<file path="src/rtl/rsd_pkg.sv">
package rsd_pkg;

	// One raw register snapshot as it arrives on the input queue.
	typedef struct packed {
		logic [7:0] raw_sec;
		logic [7:0] raw_min;
		logic [7:0] raw_hour;
		logic [7:0] raw_day;
		logic [7:0] raw_month;
		logic [7:0] raw_year;
		logic [7:0] raw_century;
		logic       uip_timeout;
	} snapshot_t;

	// One decoded result word.
	typedef struct packed {
		logic [1:0]  status;
		logic [11:0] year;
		logic [7:0]  month;
		logic [7:0]  day;
		logic [7:0]  hour;
		logic [7:0]  minute;
		logic [7:0]  second;
		logic [33:0] unix_seconds;
	} result_t;

	// The clock register bytes (century down to second) compared between the first and second read of a pair.
	typedef struct packed {
		logic [7:0] century;
		logic [7:0] year;
		logic [7:0] month;
		logic [7:0] day;
		logic [7:0] hour;
		logic [7:0] minute;
		logic [7:0] second;
	} raw_regs_t;

	// Work handed from the front to the back; kind uses the status codes.
	typedef struct packed {
		logic [1:0] kind;
		logic       binary_mode;
		logic       hour24_mode;
		raw_regs_t  regs;
	} job_t;

	localparam logic [1:0] ST_OK          = 2'd0;
	localparam logic [1:0] ST_UIP_TIMEOUT = 2'd1;
	localparam logic [1:0] ST_NO_AGREE    = 2'd2;
	localparam logic [1:0] ST_IMPLAUSIBLE = 2'd3;

	localparam logic REG_BINARY_MODE = 1'b0;
	localparam logic REG_HOUR24_MODE = 1'b1;

	localparam int OUT_DEPTH   = 8;

	function automatic logic [7:0] field_value(input logic [7:0] v, input logic bin);
		logic [7:0] bcd;
		bcd = 8'(v[3:0]) + 8'(v[7:4]) * 8'd10;
		return bin ? v : bcd;
	endfunction

	// Day of year of the first of each month, counted from March 1.
	function automatic logic [8:0] month_offset(input logic [7:0] mon);
		logic [8:0] r;
		case (mon)
			8'd3:    r = 9'd0;
			8'd4:    r = 9'd31;
			8'd5:    r = 9'd61;
			8'd6:    r = 9'd92;
			8'd7:    r = 9'd122;
			8'd8:    r = 9'd153;
			8'd9:    r = 9'd184;
			8'd10:   r = 9'd214;
			8'd11:   r = 9'd245;
			8'd12:   r = 9'd275;
			8'd1:    r = 9'd306;
			8'd2:    r = 9'd337;
			default: r = 9'd0;
		endcase
		return r;
	endfunction

endpackage

</file>
<file path="src/rtl/rsd_fifo.sv">
module rsd_fifo #(
	parameter int WIDTH = 8,
	parameter int DEPTH = 4
) (
	input  logic             clk,
	input  logic             arst_n,
	input  logic             push,
	input  logic [WIDTH-1:0] wr_data,
	input  logic             pop,
	output logic [WIDTH-1:0] rd_data,
	output logic             full,
	output logic             empty
);

	localparam int AW = (DEPTH > 1) ? $clog2(DEPTH) : 1;
	localparam int CW = $clog2(DEPTH + 1);

	logic [WIDTH-1:0] mem_q [DEPTH];
	logic [AW-1:0]    wr_ptr_q;
	logic [AW-1:0]    rd_ptr_q;
	logic [CW-1:0]    count_q;
	logic             do_push;
	logic             do_pop;

	assign full    = (count_q == CW'(DEPTH));
	assign empty   = (count_q == '0);
	assign do_push = push && !full;
	assign do_pop  = pop && !empty;
	assign rd_data = mem_q[rd_ptr_q];

	always_ff @(posedge clk) begin
		if (do_push) begin
			mem_q[wr_ptr_q] <= wr_data;
		end
	end

	always_ff @(posedge clk or negedge arst_n) begin
		if (!arst_n) begin
			wr_ptr_q <= '0;
			rd_ptr_q <= '0;
			count_q  <= '0;
		end else begin
			if (do_push) begin
				wr_ptr_q <= (wr_ptr_q == AW'(DEPTH - 1)) ? '0 : wr_ptr_q + 1'b1;
			end
			if (do_pop) begin
				rd_ptr_q <= (rd_ptr_q == AW'(DEPTH - 1)) ? '0 : rd_ptr_q + 1'b1;
			end
			if (do_push && !do_pop) begin
				count_q <= count_q + 1'b1;
			end else if (do_pop && !do_push) begin
				count_q <= count_q - 1'b1;
			end
		end
	end

endmodule

</file>
<file path="src/rtl/rsd_front.sv">
module rsd_front
	import rsd_pkg::*;
#(
	parameter int MAX_TRIES = 8
) (
	input  logic      clk,
	input  logic      arst_n,
	input  logic      accept,
	input  snapshot_t snap,
	input  logic      binary_mode,
	input  logic      hour24_mode,
	output logic      job_valid,
	output job_t      job
);

	localparam int CW = $clog2(MAX_TRIES + 1);

	raw_regs_t     first_q;
	logic          have_first_q;
	logic [CW-1:0] attempt_q;
	raw_regs_t     cur;
	logic          match;
	logic [CW-1:0] next_cnt;
	logic          last_try;

	assign cur = '{century: snap.raw_century, year: snap.raw_year,
		month: snap.raw_month, day: snap.raw_day, hour: snap.raw_hour,
		minute: snap.raw_min, second: snap.raw_sec};
	assign match    = (cur == first_q);
	assign next_cnt = attempt_q + 1'b1;
	assign last_try = (next_cnt == CW'(MAX_TRIES));

	always_comb begin
		job.binary_mode = binary_mode;
		job.hour24_mode = hour24_mode;
		job.regs        = first_q;
		job.kind        = ST_OK;
		job_valid       = 1'b0;
		if (accept) begin
			if (snap.uip_timeout) begin
				job.kind  = ST_UIP_TIMEOUT;
				job_valid = 1'b1;
			end else if (have_first_q) begin
				if (match) begin
					job_valid = 1'b1;
				end else if (last_try) begin
					job.kind  = ST_NO_AGREE;
					job_valid = 1'b1;
				end
			end
		end
	end

	always_ff @(posedge clk or negedge arst_n) begin
		if (!arst_n) begin
			first_q      <= '0;
			have_first_q <= 1'b0;
			attempt_q    <= '0;
		end else if (accept) begin
			if (snap.uip_timeout) begin
				have_first_q <= 1'b0;
				attempt_q    <= '0;
			end else if (!have_first_q) begin
				first_q      <= cur;
				have_first_q <= 1'b1;
			end else begin
				have_first_q <= 1'b0;
				if (match || last_try) begin
					attempt_q <= '0;
				end else begin
					attempt_q <= next_cnt;
				end
			end
		end
	end

endmodule

</file>
<file path="src/rtl/rsd_back.sv">
module rsd_back
	import rsd_pkg::*;
(
	input  logic    clk,
	input  logic    arst_n,
	input  logic    job_avail,
	input  job_t    job,
	output logic    job_take,
	input  logic    pop,
	output logic    empty,
	output result_t result
);

	localparam int RW = $clog2(OUT_DEPTH + 1);

	logic [RW-1:0] reserved_q;
	logic          out_pop;
	logic          out_full;

	// s1: field decode and checks
	logic [7:0]  sec, mnt, day, mon, yr, cent_raw, hr0, hr12, hr;
	logic [4:0]  cent;
	logic [11:0] year;
	logic        bad;
	result_t     res_c;
	logic        ok_c;

	logic          valid_s1, valid_s2, valid_s3, valid_s4, valid_s5;
	result_t       res_s1, res_s2, res_s3, res_s4, res_s5;
	logic          ok_s1, ok_s2, ok_s3, ok_s4;
	logic [11:0]   yadj_s1;
	logic [9:0]    doyd_s1, doyd_s2;
	logic [19:0]   y365_s2;
	logic [5:0]    q100_s2;
	logic [9:0]    y4_s2;
	logic [24:0]   q100_prod;
	logic signed [21:0] days_s3;
	logic [18:0]   tsec_s3, tsec_s4;
	logic signed [36:0] tday_s4;
	logic signed [36:0] t_sum;
	result_t       res_fin;

	assign out_pop  = pop && !empty;
	assign job_take = job_avail && (reserved_q < RW'(OUT_DEPTH));

	always_ff @(posedge clk or negedge arst_n) begin
		if (!arst_n) begin
			reserved_q <= '0;
		end else if (job_take && !out_pop) begin
			reserved_q <= reserved_q + 1'b1;
		end else if (out_pop && !job_take) begin
			reserved_q <= reserved_q - 1'b1;
		end
	end

	always_comb begin
		sec      = field_value(job.regs.second, job.binary_mode);
		mnt      = field_value(job.regs.minute, job.binary_mode);
		day      = field_value(job.regs.day, job.binary_mode);
		mon      = field_value(job.regs.month, job.binary_mode);
		yr       = field_value(job.regs.year, job.binary_mode);
		cent_raw = field_value(job.regs.century, job.binary_mode);
		hr0      = field_value({1'b0, job.regs.hour[6:0]}, job.binary_mode);
		hr12     = (hr0 == 8'd12) ? 8'd0 : hr0;
		if (job.hour24_mode) begin
			hr = hr0;
		end else begin
			hr = job.regs.hour[7] ? hr12 + 8'd12 : hr12;
		end
		cent = (cent_raw < 8'd19 || cent_raw > 8'd21) ? 5'd20 : cent_raw[4:0];
		year = 12'(cent) * 12'd100 + 12'(yr);
		bad  = mon < 8'd1 || mon > 8'd12 || day < 8'd1 || day > 8'd31 ||
			hr > 8'd23 || mnt > 8'd59 || sec > 8'd60;

		res_c = '0;
		ok_c  = 1'b0;
		if (job.kind == ST_OK) begin
			res_c.status = bad ? ST_IMPLAUSIBLE : ST_OK;
			res_c.year   = year;
			res_c.month  = mon;
			res_c.day    = day;
			res_c.hour   = hr;
			res_c.minute = mnt;
			res_c.second = sec;
			ok_c         = !bad;
		end else begin
			res_c.status = job.kind;
		end
	end

	assign q100_prod = 25'(yadj_s1) * 25'd5243;
	assign t_sum     = tday_s4 + 37'(tsec_s4);

	// s5 word: epoch seconds only for a plausible date after the epoch
	always_comb begin
		res_fin              = res_s4;
		res_fin.unix_seconds = (ok_s4 && !t_sum[36] && t_sum != '0) ? t_sum[33:0] : '0;
	end

	always_ff @(posedge clk or negedge arst_n) begin
		if (!arst_n) begin
			valid_s1 <= 1'b0;
			valid_s2 <= 1'b0;
			valid_s3 <= 1'b0;
			valid_s4 <= 1'b0;
			valid_s5 <= 1'b0;
		end else begin
			valid_s1 <= job_take;
			valid_s2 <= valid_s1;
			valid_s3 <= valid_s2;
			valid_s4 <= valid_s3;
			valid_s5 <= valid_s4;
		end
	end

	always_ff @(posedge clk) begin
		// s1
		res_s1  <= res_c;
		ok_s1   <= ok_c;
		yadj_s1 <= (mon <= 8'd2) ? year - 12'd1 : year;
		doyd_s1 <= 10'(month_offset(mon)) + 10'(day) - 10'd1;
		// s2: year terms, y/100 by reciprocal (exact for these years)
		res_s2  <= res_s1;
		ok_s2   <= ok_s1;
		doyd_s2 <= doyd_s1;
		y365_s2 <= 20'(yadj_s1) * 20'd365;
		q100_s2 <= q100_prod[24:19];
		y4_s2   <= yadj_s1[11:2];
		// s3: days since epoch, seconds within the day
		res_s3  <= res_s2;
		ok_s3   <= ok_s2;
		days_s3 <= 22'(y365_s2) + 22'(y4_s2) - 22'(q100_s2) + 22'(q100_s2[5:2])
			+ 22'(doyd_s2) - 22'(719468);
		tsec_s3 <= 19'(res_s2.hour) * 19'd3600 + 19'(res_s2.minute) * 19'd60
			+ 19'(res_s2.second);
		// s4
		res_s4  <= res_s3;
		ok_s4   <= ok_s3;
		tday_s4 <= 37'(days_s3) * 37'sd86400;
		tsec_s4 <= tsec_s3;
		// s5
		res_s5  <= res_fin;
	end

	// Credit count keeps this queue from overflowing; full is never seen high on push.
	rsd_fifo #(
		.WIDTH($bits(result_t)),
		.DEPTH(OUT_DEPTH)
	) u_out_q (
		.clk     (clk),
		.arst_n  (arst_n),
		.push    (valid_s5),
		.wr_data (res_s5),
		.pop     (pop),
		.rd_data (result),
		.full    (out_full),
		.empty   (empty)
	);

	logic unused_full;
	assign unused_full = out_full;

endmodule

</file>
<file path="src/rtl/rtc_snapshot_time_decoder.sv">
// Clock register snapshot decoder.
// Input queue: push/full with one snapshot word; a word is taken on a clock
// edge with push high and full low. Snapshots come in pairs; the first is
// held, the second is compared with it. A match decodes the time, MAX_TRIES
// failed pairs give a "never agreed" word, and a snapshot flagged with a UIP
// timeout gives a timeout word at once and restarts the pairing.
// Result queue: empty/pop; the oldest result word sits on result while empty
// is low and leaves on an edge with pop high.
// Config: cfg_valid/cfg_ready (ready always high), cfg_index selects
// binary_mode (0) or hour24_mode (1). Write only while the block is idle.
// Path: an accepted snapshot's job is written into the job queue, then
// passes five decode stages (s1 to s5) into the result queue.
// Throughput: one snapshot per cycle while full is low; the front compare is combinational.
// If the reader stalls, the result queue (8 words, credit counted) and the
// job queue fill, then full rises; nothing is dropped.
// Reset clears the pairing state and both queues; binary_mode resets to 0,
// hour24_mode to 1.
module rtc_snapshot_time_decoder
	import rsd_pkg::*;
#(
	parameter int MAX_TRIES   = 8,
	parameter int QUEUE_DEPTH = 4
) (
	input  logic      clk,
	input  logic      arst_n,
	input  logic      push,
	output logic      full,
	input  snapshot_t snapshot,
	output logic      empty,
	input  logic      pop,
	output result_t   result,
	input  logic      cfg_valid,
	output logic      cfg_ready,
	input  logic      cfg_index,
	input  logic      cfg_data
);

	logic binary_mode_q;
	logic hour24_mode_q;
	logic accept;
	logic job_valid;
	job_t job_in;
	job_t job_out;
	logic job_empty;
	logic job_take;

	assign cfg_ready = 1'b1;
	assign accept    = push && !full;

	always_ff @(posedge clk or negedge arst_n) begin
		if (!arst_n) begin
			binary_mode_q <= 1'b0;
			hour24_mode_q <= 1'b1;
		end else if (cfg_valid && cfg_ready) begin
			case (cfg_index)
				REG_BINARY_MODE: binary_mode_q <= cfg_data;
				REG_HOUR24_MODE: hour24_mode_q <= cfg_data;
				default: ;
			endcase
		end
	end

	// front: pairing, compare, retry count
	rsd_front #(
		.MAX_TRIES(MAX_TRIES)
	) u_front (
		.clk         (clk),
		.arst_n      (arst_n),
		.accept      (accept),
		.snap        (snapshot),
		.binary_mode (binary_mode_q),
		.hour24_mode (hour24_mode_q),
		.job_valid   (job_valid),
		.job         (job_in)
	);

	// job queue between front and back; full here stalls the input side
	rsd_fifo #(
		.WIDTH($bits(job_t)),
		.DEPTH(QUEUE_DEPTH)
	) u_job_q (
		.clk     (clk),
		.arst_n  (arst_n),
		.push    (job_valid),
		.wr_data (job_in),
		.pop     (job_take),
		.rd_data (job_out),
		.full    (full),
		.empty   (job_empty)
	);

	// back: field decode, range check, epoch seconds, result queue
	rsd_back u_back (
		.clk       (clk),
		.arst_n    (arst_n),
		.job_avail (!job_empty),
		.job       (job_out),
		.job_take  (job_take),
		.pop       (pop),
		.empty     (empty),
		.result    (result)
	);

endmodule

</file>
<file path="config.mk">
export PLATFORM = sky130hd
export DESIGN_NAME = rtc_snapshot_time_decoder
export DESIGN_NICKNAME = d
export VERILOG_FILES = /design/src/rtl/rsd_pkg.sv /design/src/rtl/rsd_fifo.sv /design/src/rtl/rsd_front.sv /design/src/rtl/rsd_back.sv /design/src/rtl/rtc_snapshot_time_decoder.sv
export SDC_FILE = /design/constraint.sdc
export NUM_CORES = 2
export LEC_CHECK = 0
export BUFFER_PORTS_ARGS = -buffer_cell sky130_fd_sc_hd__buf_2
export CAP_MARGIN = 20
export CORE_UTILIZATION = 60
export CTS_CLUSTER_SIZE = 25
export DETAILED_ROUTE_END_ITERATION = 16
export GPL_TIMING_DRIVEN = 0
export PLACE_DENSITY = 0.82
export SLEW_MARGIN = 20
export SYNTH_ARGS = -nofsm -noshare
export SYNTH_HDL_FRONTEND = slang
export SYNTH_SLANG_ARGS = --single-unit
</file>
<file path="constraint.sdc">
create_clock -name clk -period 19.1 [get_ports clk]
set_input_delay 3.82 -clock clk [delete_from_list [all_inputs] [get_ports clk]]
set_output_delay 3.82 -clock clk [all_outputs]
set_load 0.02 [all_outputs]
</file>
==> metrics.md <==
| Metric | Value |
|---|---|
| Status | `completed` |
| Yosys cell types | `slightly below 90` |
| Period Utilization, post-route | `42.9%` |
| Initial DRC count | `3119` |
| Ranking of synthesized cells by area | `edfxtp_1 43%, dfxtp_1 14%, ha_1 8.9%` |
| Setup CP Type | `reg -> out` |
| Core box area | `0.109 mm²` |
| # H-tree levels | `4` |
| Fin. Hold Viols | `0` |
| Max Freq | `122 MHz` |
| Warnings, synthesis | `0` |
| Total track usage | `26.3%` |
| Num Clock Sinks | `1495` |
| FF-to-FF path depth | `28` |
| Top_reg_cell synth | `edfxtp_1` |
| Largest net degree at the start of global routing | `71` |
| EDFF count, synth | `944` |
| Crit start category | `flop` |
| Die height | `around 330 µm` |
| Grt ovf | `0` |
| Slew HR | `27.4%` |
| Detailed-route wire length per cell | `between 20 and 25 µm` |
| Post-synth top area share | `42.7%` |
| Worst Setup SP | `u_back.u_out_q.rd_ptr_q[0]` |
| Initial antenna violation count | `3` |
| Worst-path fanout max | `10` |
| Most frequent cells in the layout | `944 x edfxtp_1, 471 x ha_1, 462 x dfxtp_1` |
| Post-CTS setup buffer count | `0` |
| Dpl ws | `approximately 11 ns` |
| Multi-input gate area | `approximately 0.025 mm²` |
| HPWL after detailed placement | `slightly below 100000 µm` |
| Fin crit period | `~8 ns` |
| Vias post-DR | `between 30000 and 40000` |
| Register area | `0.0398 mm²` |
| Final setup violation count | `0` |
| #FFs+latches synth | `1495` |
| Least-Margin Pin Slew | `~1.1 ns` |
| Syn Inst Count | `around 4300` |
| # diodes | `0` |
| R2r endpoint | `u_back.doyd_s1[9]` |
| Placement Rows | `121` |
| Post-DR vias/cell | `5.87` |
| Gp weighted congestion | `between 0.9 and 1` |
| Vias in the first global route | `around 38000` |
| Max clock buf depth | `3` |
| CP arrival | `4.37 ns` |
| Reg-to-Reg Start | `u_job_q.rd_ptr_q[1]` |
| # placed instances | `5993` |
| Cell Area, Synth | `0.0664 mm²` |
| Post-route setup slack | `10.91 ns` |
| Post-CTS Hold Fix Bufs | `0` |
| RSZ-0062 raised after global routing | `false` |
| Later-pin clock latency in the skew report | `0.76 ns` |
| Nets | `roughly 5400` |
| Initial core utilization | `60.7%` |
| Synth area leader | `edfxtp_1` |
| Root Driver | `clkbuf_16` |
| # fillers | `about 6800` |
| Critical Path RT | `15.28 ns` |
| Crit end category | `output pin` |
| 1st-pass router iterations | `6` |
| First-pass GRT wire length | `222000 µm` |
| CTS tree | `built` |
| Post-cts sizing count | `0` |
| Maxcap violations | `0` |
| Area grow syn2layout | `13.1%` |
| Register area share after synthesis | `60.0%` |
| I/O Buffers | `153` |
| Drc violations | `0` |
| Fraction of layout cells with a size suffix above 1 | `approximately 18%` |
| Final Skew | `0.0289 ns` |
| Worst setup path endpoint | `result[76]` |
| Hold/Removal Path Class | `reg -> reg` |
| DRT antenna net count | `0` |
| # IOs | `approximately 160` |
| Worst-path clk slew | `0.06 ns` |
| TNS Setup | `0 ns` |
| Synthesized area per cell | `15.5 µm²` |
| WL final | `145000 µm` |
| Die area | `~0.11 mm²` |
| TritonCTS Buffers | `145` |
| Die Wd | `335 µm` |
| Pins Over Slew Limit | `0` |
| Async set-or-reset flop fraction in the synthesized netlist | `5.95%` |
| Final cell count without fillers | `6264` |
| Commonest non-fill, non-tap cell in the layout | `edfxtp_1` |
| R2r setup slk | `between 10 and 15 ns` |
| Util after Layout | `between 60% and 70%` |
## cell usage after synthesis, types with 25 or more instances
master    count
fa_1        195
a21oi_1     128
inv_1       437
ha_1        471
and3_1       25
nor2b_1      32
nand2_1     121
o21bai_1     27
mux4_2      229
a21o_1       52
mux2_2      155
nand2b_1     27
clkbuf_1     55
dfxtp_1     462
xor2_1       84
nand4_1      29
o21ai_0      92
dfrtp_1      88
nand3_1      28
nor3_1       33
xnor2_1     177
nor2_1      162
edfxtp_1    944
## state kept, by name (all words and copies together) (netlist names), 6 cells and up
signal                count
u_back.doyd_s2           10
u_back.res_fin           54
u_front.job              56
u_back.y365_s2           20
u_back.tsec_s3           17
u_back.days_s3           22
u_back.doyd_s1           10
u_back.q100_s2            6
u_back.res_s3            54
u_back.res_s1            54
u_back.u_out_q.mem_q    704
u_back.tday_s4           30
u_back.res_s5            88
u_job_q.mem_q           240
u_back.tsec_s4           17
u_back.res_s2            54
u_back.y4_s2             10
u_back.yadj_s1           12
## through the flow
| step | cell area (µm²) | hold WS [ns] |
|---|---|---|
| after floorplan | 66400 | 0.310 |
| after global placement | 69000 | 0.310 |
| after detailed placement | 70300 | 0.312 |
| after CTS | 75100 | 0.311 |
| after global routing | 75100 | 0.323 |
| final | 75100 | 0.306 |
## kinds of logic (layout without fill, tap and decap cells)
kind of cell,Yosys count,after routing,share of synthesized area [%]
flops,1495,1495,60.0
fa+ha+maj,666,666,14.8
simple gates,534,534,3.98
buf+inv,531,1020,3.08
mux,407,407,10.9
compound gates,397,397,3.79
xor+xnor,261,261,3.44
other cells,2,8,0.0113
## final cells by class
cell class              count  area share (%)
plain buffers              94           0.543
clock buffers             206            5.62
repair buffers            219            2.60
clock inverters            64           0.768
well taps                1476            2.46
flip-flops and latches   1495            53.0
inverters                 437            2.18
multi-input cells        2273            32.8
## worst min path at each step
stage | from | endpoint | slack (ns) | cells past startpoint
2_1_floorplan | u_back.doyd_s1[0] | u_back.doyd_s2[0] | 0.31 | 0
3_3_place_gp | u_back.res_s3[54] | u_back.res_fin[54] | 0.31 | 0
3_5_place_dp | u_back.doyd_s1[1] | u_back.doyd_s2[1] | 0.31 | 0
4_1_cts | u_back.res_s3[69] | u_back.res_fin[69] | 0.31 | 0
5_1_grt | u_back.res_s3[69] | u_back.res_fin[69] | 0.32 | 0
6_report | u_back.res_s3[69] | u_back.res_fin[69] | 0.31 | 0
## critical path: stages, from the launching register on
cell and delay [ns]:
dfrtp_1 0.36, clkbuf_1 0.52, clkbuf_1 0.77, buf_1 0.85, mux4_2 0.61, mux2_2 0.31
buf_2 0.17
## metal layers
metal	vias to the layer above	track usage (%)	wire length [µm]
met5	-	0	27
met4	4	9.67	4810
met3	305	3.89	9630
met2	1589	45.4	73500
met1	18515	33.8	56600
li1	16370	-	-
Power is left out: the tool's default activity adds up to more than one toggle a clock period on the data nets, which glitch-free logic cannot reach.
